**src/design/hsv_to_rgb_led_mixer_assert.svh**
```systemverilog
// Assertion macros shared by the mixer RTL.
`ifndef HSV_TO_RGB_LED_MIXER_ASSERT_SVH
`define HSV_TO_RGB_LED_MIXER_ASSERT_SVH

// Same-cycle implication, disabled while reset is low.
`define HSV_ASSERT_IMPL(label, clk, rst_n, ante, cons, msg) \
    label: assert property (@(posedge clk) disable iff (!rst_n) (ante) |-> (cons)) \
        else $error(msg);

// Next-cycle implication, disabled while reset is low.
`define HSV_ASSERT_NEXT(label, clk, rst_n, ante, cons, msg) \
    label: assert property (@(posedge clk) disable iff (!rst_n) (ante) |=> (cons)) \
        else $error(msg);

`endif

```
**src/design/hsv_pkg.sv**
```systemverilog
package hsv_pkg;

    localparam int LEVEL_W  = 8;
    localparam int KIND_W   = 2;
    localparam int SECTOR_W = 3;
    localparam int FRAC_W   = 9;   // g spans 0..256
    localparam int SUM_W    = 17;  // (256-s)*256 + s*g, up to 65536

    localparam logic [KIND_W-1:0] KIND_HUE        = 2'd0;
    localparam logic [KIND_W-1:0] KIND_SATURATION = 2'd1;
    localparam logic [KIND_W-1:0] KIND_VALUE      = 2'd2;

    localparam logic [SECTOR_W-1:0] SECTOR_RED_UP     = 3'd0;
    localparam logic [SECTOR_W-1:0] SECTOR_GREEN_TOP  = 3'd1;
    localparam logic [SECTOR_W-1:0] SECTOR_BLUE_UP    = 3'd2;
    localparam logic [SECTOR_W-1:0] SECTOR_GREEN_DOWN = 3'd3;
    localparam logic [SECTOR_W-1:0] SECTOR_RED_RISE   = 3'd4;

    // Controller to datapath commands.
    typedef struct packed {
        logic load_level;  // take the accepted transaction into the level registers
        logic mul_first;   // hue sector, s*g and v*(256-s)
        logic mul_second;  // v*((256-s)*256 + s*g)
        logic load_result; // channel select into the output register
    } hsv_cmd_t;

endpackage

```
**src/design/hsv_ctrl.sv**
```systemverilog
module hsv_ctrl (
    input  logic              clk,
    input  logic              rst_n,
    input  logic              in_valid,
    output logic              in_ready,
    output logic              out_valid,
    input  logic              out_ready,
    output hsv_pkg::hsv_cmd_t cmd
);

    typedef enum logic [1:0] {
        ST_IDLE,
        ST_MUL_FIRST,
        ST_MUL_SECOND,
        ST_RESULT
    } state_t;

    state_t state_reg;
    logic   out_valid_reg;
    logic   out_free;

    assign in_ready  = (state_reg == ST_IDLE);
    assign out_valid = out_valid_reg;
    assign out_free  = !out_valid_reg || out_ready;

    always_comb
    begin
        cmd             = '0;
        cmd.load_level  = (state_reg == ST_IDLE) && in_valid;
        cmd.mul_first   = (state_reg == ST_MUL_FIRST);
        cmd.mul_second  = (state_reg == ST_MUL_SECOND);
        cmd.load_result = (state_reg == ST_RESULT) && out_free;
    end

    always_ff @(posedge clk or negedge rst_n)
    begin
        if (!rst_n)
        begin
            state_reg     <= ST_IDLE;
            out_valid_reg <= 1'b0;
        end
        else
        begin
            // a new result replaces one taken at the same edge
            if (cmd.load_result)
                out_valid_reg <= 1'b1;
            else if (out_valid_reg && out_ready)
                out_valid_reg <= 1'b0;
            unique case (state_reg)
                ST_IDLE:
                begin
                    if (in_valid)
                        state_reg <= ST_MUL_FIRST;
                end
                ST_MUL_FIRST:
                    state_reg <= ST_MUL_SECOND;
                ST_MUL_SECOND:
                    state_reg <= ST_RESULT;
                ST_RESULT:
                begin
                    // hold until the output register is free
                    if (out_free)
                        state_reg <= ST_IDLE;
                end
                default:
                    state_reg <= ST_IDLE;
            endcase
        end
    end

endmodule

```
**src/design/hsv_datapath.sv**
```systemverilog
module hsv_datapath (
    input  logic                                clk,
    input  logic                                rst_n,
    input  hsv_pkg::hsv_cmd_t                   cmd,
    input  logic [hsv_pkg::KIND_W-1:0]          kind,
    input  logic [hsv_pkg::LEVEL_W-1:0]         new_level,
    output logic [hsv_pkg::LEVEL_W-1:0]         red,
    output logic [hsv_pkg::LEVEL_W-1:0]         green,
    output logic [hsv_pkg::LEVEL_W-1:0]         blue
);

    logic [hsv_pkg::LEVEL_W-1:0]  hue_reg, sat_reg, val_reg;
    logic [hsv_pkg::SECTOR_W-1:0] sector_reg;
    logic [hsv_pkg::FRAC_W-1:0]   inv_sat_reg;
    logic [15:0]                  sg_reg;
    logic [hsv_pkg::LEVEL_W-1:0]  low_reg, mid_reg;
    logic [hsv_pkg::LEVEL_W-1:0]  red_reg, green_reg, blue_reg;

    logic [10:0]                  scaled;
    logic [hsv_pkg::FRAC_W-1:0]   g_frac;
    logic [hsv_pkg::FRAC_W-1:0]   inv_sat;
    logic [16:0]                  sg_prod;
    logic [16:0]                  low_prod;
    logic [hsv_pkg::SUM_W-1:0]    sum;
    logic [24:0]                  mid_prod;

    // stage one: sector, fraction and the two narrow products
    always_comb
    begin
        scaled   = 11'(hue_reg) * 11'd6;
        g_frac   = scaled[8] ? (9'd256 - {1'b0, scaled[7:0]}) : {1'b0, scaled[7:0]};
        inv_sat  = 9'd256 - {1'b0, sat_reg};
        sg_prod  = 17'(sat_reg) * 17'(g_frac);
        low_prod = 17'(val_reg) * 17'(inv_sat);
    end

    // stage two: x channel
    always_comb
    begin
        sum      = {inv_sat_reg, 8'd0} + {1'b0, sg_reg};
        mid_prod = 25'(val_reg) * 25'(sum);
    end

    always_ff @(posedge clk or negedge rst_n)
    begin
        if (!rst_n)
        begin
            hue_reg <= '0;
            sat_reg <= '0;
            val_reg <= '0;
        end
        else if (cmd.load_level)
        begin
            unique case (kind)
                hsv_pkg::KIND_HUE:        hue_reg <= new_level;
                hsv_pkg::KIND_SATURATION: sat_reg <= new_level;
                hsv_pkg::KIND_VALUE:      val_reg <= new_level;
                default:                  ;  // unused kind keeps the levels
            endcase
        end
    end

    always_ff @(posedge clk)
    begin
        if (cmd.mul_first)
        begin
            sector_reg  <= scaled[10:8];
            inv_sat_reg <= inv_sat;
            sg_reg      <= sg_prod[15:0];
            low_reg     <= low_prod[15:8];
        end
        if (cmd.mul_second)
            mid_reg <= mid_prod[23:16];
        if (cmd.load_result)
        begin
            unique case (sector_reg)
                hsv_pkg::SECTOR_RED_UP:
                begin
                    red_reg <= val_reg; green_reg <= mid_reg; blue_reg <= low_reg;
                end
                hsv_pkg::SECTOR_GREEN_TOP:
                begin
                    red_reg <= mid_reg; green_reg <= val_reg; blue_reg <= low_reg;
                end
                hsv_pkg::SECTOR_BLUE_UP:
                begin
                    red_reg <= low_reg; green_reg <= val_reg; blue_reg <= mid_reg;
                end
                hsv_pkg::SECTOR_GREEN_DOWN:
                begin
                    red_reg <= low_reg; green_reg <= mid_reg; blue_reg <= val_reg;
                end
                hsv_pkg::SECTOR_RED_RISE:
                begin
                    red_reg <= mid_reg; green_reg <= low_reg; blue_reg <= val_reg;
                end
                default:
                begin
                    red_reg <= val_reg; green_reg <= low_reg; blue_reg <= mid_reg;
                end
            endcase
        end
    end

    assign red   = red_reg;
    assign green = green_reg;
    assign blue  = blue_reg;

endmodule

```
**src/design/hsv_to_rgb_led_mixer.sv**
```systemverilog
// HSV to RGB LED mixer.
// Input stream (s_axis_*): each transaction writes one 8-bit level. tuser
// carries the kind (0 hue, 1 saturation, 2 value, 3 writes nothing) and
// tdata the new level. Hue is scaled so that 256 is a full turn.
// Output stream (m_axis_*): one transaction per input transaction, carrying
// the red, green and blue drive levels computed from the three held levels.
// An input is accepted, then passes through the sector and narrow-product
// step and the 8x17 multiply, and is loaded into the output register and
// shown on m_axis_tvalid once that register is free. One transaction is
// in work at a time: no new input is taken until the last one is loaded.
// When the receiver stalls, the finished result holds in the output
// register and the next input is still accepted and computed; its result
// waits in the datapath until the output register is taken.
// Reset (rst_n low, asynchronous) clears the three levels to zero, empties
// the output register and returns the controller to idle.
`include "hsv_to_rgb_led_mixer_assert.svh"

module hsv_to_rgb_led_mixer (
    input  logic        clk,
    input  logic        rst_n,
    input  logic        s_axis_tvalid,
    output logic        s_axis_tready,
    input  logic [7:0]  s_axis_tdata,   // [7:0] new_level
    input  logic [1:0]  s_axis_tuser,   // [1:0] kind
    output logic        m_axis_tvalid,
    input  logic        m_axis_tready,
    output logic [23:0] m_axis_tdata    // [7:0] red, [15:8] green, [23:16] blue
);

    hsv_pkg::hsv_cmd_t cmd;

    logic [hsv_pkg::LEVEL_W-1:0] red, green, blue;

    // sequencing and output valid
    hsv_ctrl u_ctrl (
        .clk       (clk),
        .rst_n     (rst_n),
        .in_valid  (s_axis_tvalid),
        .in_ready  (s_axis_tready),
        .out_valid (m_axis_tvalid),
        .out_ready (m_axis_tready),
        .cmd       (cmd)
    );

    // level registers, multiplies and channel select
    hsv_datapath u_datapath (
        .clk       (clk),
        .rst_n     (rst_n),
        .cmd       (cmd),
        .kind      (s_axis_tuser),
        .new_level (s_axis_tdata),
        .red       (red),
        .green     (green),
        .blue      (blue)
    );

    assign m_axis_tdata = {blue, green, red};

    // one transaction in work: no back-to-back input acceptance
    `HSV_ASSERT_NEXT(a_single_in_work, clk, rst_n, s_axis_tvalid && s_axis_tready, !s_axis_tready, "input accepted while busy")
    // a new result appears only at the end of a computation
    `HSV_ASSERT_IMPL(a_result_after_work, clk, rst_n, $rose(m_axis_tvalid), $past(!s_axis_tready), "result without computation")
    // the datapath never loads a result over one still waiting
    `HSV_ASSERT_IMPL(a_no_overwrite, clk, rst_n, cmd.load_result, !m_axis_tvalid || m_axis_tready, "result overwritten")

endmodule
```
**config.mk**
```make
export PLATFORM = sky130hd
export DESIGN_NAME = hsv_to_rgb_led_mixer
export DESIGN_NICKNAME = d
export VERILOG_FILES = /design/src/design/hsv_pkg.sv /design/src/design/hsv_ctrl.sv /design/src/design/hsv_datapath.sv /design/src/design/hsv_to_rgb_led_mixer.sv
export VERILOG_INCLUDE_DIRS = /design/src /design/src/design
export SDC_FILE = /design/constraint.sdc
export NUM_CORES = 1
export LEC_CHECK = 0
export BUFFER_PORTS_ARGS = -buffer_cell sky130_fd_sc_hd__buf_2
export CORE_MARGIN = 5
export CORE_UTILIZATION = 50
export CTS_CLUSTER_DIAMETER = 200
export DETAILED_ROUTE_END_ITERATION = 12
export PLACE_DENSITY = 0.66
export SYNTH_ARGS = -nofsm -noshare
export SYNTH_HDL_FRONTEND = slang
export SYNTH_SLANG_ARGS = --single-unit
export TNS_END_PERCENT = 30
```
**constraint.sdc**
```tcl
create_clock -name clk -period 13.8 [get_ports clk]
set_clock_uncertainty 0.15 [all_clocks]
set_input_delay 1.38 -clock clk [delete_from_list [all_inputs] [get_ports clk]]
set_output_delay 1.38 -clock clk [all_outputs]
set_load 0.02 [all_outputs]
```
==> impl_metrics.yaml <==
sta:
  slew_headroom_pct: 21.4
  rsz0062_at_grt: "no"
  fin_setup_tns_ns: 0
  finalCriticalPeriod_ns: 6.64
  hold_viol_final: 0
  fmax_mhz: 151
  period_share_pct: 48.1
  worst_pin_slew_ns: 1.17
  setup_viol: 0
  drv_slew: 0
drt:
  viasPerCell: 5.16
  wire_per_inst_um: 15.7
  remaining_drc_errors: 0
  wl_mm: 24.8
  first_pass_iters: 5
  ant_nets: 0
  drtIter0Drc: 469
  vias: 8169
floorplan:
  core_area_um2: 24100
  row_count: 57
  die_w_um: 166
  die_y_um: 166
  start_util_pct: 50.4
  io_pins: 40
  dieArea_um2: 27500
synthesis:
  synth_top_flop_cell: "edfxtp_1"
  synth_cell_types: 51
  syn_area_um2: 12100
  ys.warnings.count: 0
  synth.top_cells.by_count: "inv_1 (199), fa_1 (159), and2_1 (140)"
  synth_top_area_share_pct: 26.2
  avgSynthCellArea_um2: 9.84
  synth_area_leaders: "fa_1 (26%), edfxtp_1 (17%), ha_1 (13%), and2_1 (7.2%), inv_1 (6.2%)"
  synth_top_cell_by_area: "fa_1"
  async_reset_ff_share_pct: 28.7
  synth_edf_count: 67
  ys_ff_latch: 94
  synth.most_common_cell: "inv_1"
  synth_cells: 1234
  yosysSeqAreaShare_pct: 22.1
  synth_nets: 1535
cts:
  insertion_delay_ns: 0.35
  cts.clk_slew.worst_paths_ns: 0.07
  root_buffer: "clkbuf_16"
  cts_resized: 0
  ctsHoldBuffers: 0
  cts_tree: "yes"
  htree_levels: 3
  cts_sinks: 94
  cts_inserted_buffers: 9
  clock_path_buffers: 2
  post_cts_buffers: 0
worst_setup_path:
  reg2reg_slack_ns: 7.16
  critPathSlowestCell: "fa_1"
  critPathArrivalTime_ns: 6.59
  critPathBufInv: 5
  crit_required_ns: 13.75
  crit_type: "reg2reg"
  worstSetupEndpointType: "register"
  worst_path_largest_cell_delay_ns: 0.53
  path_max_fanout: 10
  startpoint_type: "register"
  critical_path.top_delay_family: "adder cells"
layout:
  drive_above_1_share_pct: 8.17
  n_fill_cell: 2221
  nets: 1556
  area_delta_synth_final_pct: 6.73
  multi_input_comb_area_um2: 8560
  regArea_um2: 2690
  antennaDiodeCount: 0
  largest_reg_flops: 15
place:
  portBuffers: 39
  gp_congestion: 0.858
  hpwlAfterDp_mm: 19.5
global_routing:
  grtUsageTotal_pct: 18.9
  grt_pass1_wl_mm: 42.9
  grt_pass1_vias: 8538
  antenna_found_initial: 0
  grt_overflow: 0
  grt_max_degree: 33
status:
  outcome: "finished clean"
run:
  drv_cap: 0
min_path:
  hp-class: "reg2reg"
worst register-to-register path, delay by kind of cell (launching register included):
| family | cells | cell delay (ns) |
|---|---|---|
| fa+ha+maj | 7 | 3.04 |
| compound gates | 8 | 1.54 |
| flops | 1 | 0.50 |
| xor+xnor | 1 | 0.37 |
| simple gates | 3 | 0.33 |
| buf+inv | 5 | 0.27 |
| mux | 1 | 0.21 |
logic make-up (layout without fill, tap and decap cells):
group                    after synthesis  after routing  share of synthesized area, %
flip-flops                            94             94                          22.1
AND/OR/NAND/NOR                      410            410                          17.2
buffers and inverters                238            264                          7.38
AO/OA/AOI/OAI                        109            109                          5.99
XOR/XNOR                              56             56                          4.41
multiplexers                          40             40                          3.50
adder cells (fa/ha/maj)              287            287                          39.4
final timing paths:
kind	depth (start not counted)	endpoint	start
hold / removal	1	u_datapath.val_reg[1]	u_datapath.val_reg[1]
max in group asynchronous	1	u_datapath.hue_reg[7]	rst_n
hold reg to reg	1	u_datapath.val_reg[1]	u_datapath.val_reg[1]
setup / recovery	25	u_datapath.sg_reg[14]	u_datapath.hue_reg[0]
setup reg to reg	25	u_datapath.sg_reg[14]	u_datapath.hue_reg[0]
min in group asynchronous	1	u_datapath.sat_reg[4]	rst_n
layer usage:
metal  track usage, %  part of all wire, %  vias to the layer above
met5                0                    0                        -
met4             4.20                  1.5                        0
met3             2.02                  3.1                       22
met2             32.5                   50                      125
met1             25.9                   46                     4042
li1                 -                    -                     3980
layout by cell type, fill, tap and decap left out, types with 20 or more instances in the layout:
master    synthesis  layout
edfxtp_1         67      67
dfrtp_1          27      27
ha_1            128     128
mux2_2           20      20
a21oi_1          27      27
fa_1            159     159
mux2i_1          20      20
nor2b_1          27      27
and2_1          140     140
buf_2             2      39
inv_1           199     199
nand2_1         133     133
xnor2_1          38      38
o21ai_0          27      27
nor2_1           56      56
layout make-up:
cell class | count | area share, %
multi-input combinational | 902 | 66.0
sequential | 94 | 20.7
inverter | 200 | 5.79
tap | 324 | 3.13
clock buffer | 14 | 2.15
timing repair buffer | 48 | 2.03
clock inverter | 2 | 0.116
per-stage QoR:
| step | hold slack [ns] | cells | area, um2 | util (%) | worst slack, ns |
|---|---|---|---|---|---|
| after global routing | 0.376 | 1584 | 13000 | 53.8 | 6.68 |
| after global placement | 0.340 | 1568 | 12700 | 52.5 | 7.30 |
| after CTS | 0.359 | 1584 | 13000 | 53.8 | 7.11 |
| after detailed placement | 0.344 | 1568 | 12700 | 52.5 | 7.12 |
| after floorplan | 0.354 | 1234 | 12100 | - | 7.65 |
| final | 0.359 | 1584 | 13000 | 53.8 | 7.16 |
Power is not shown: default switching activity piles up to over one toggle a cycle in this logic, so the estimate is an artifact.
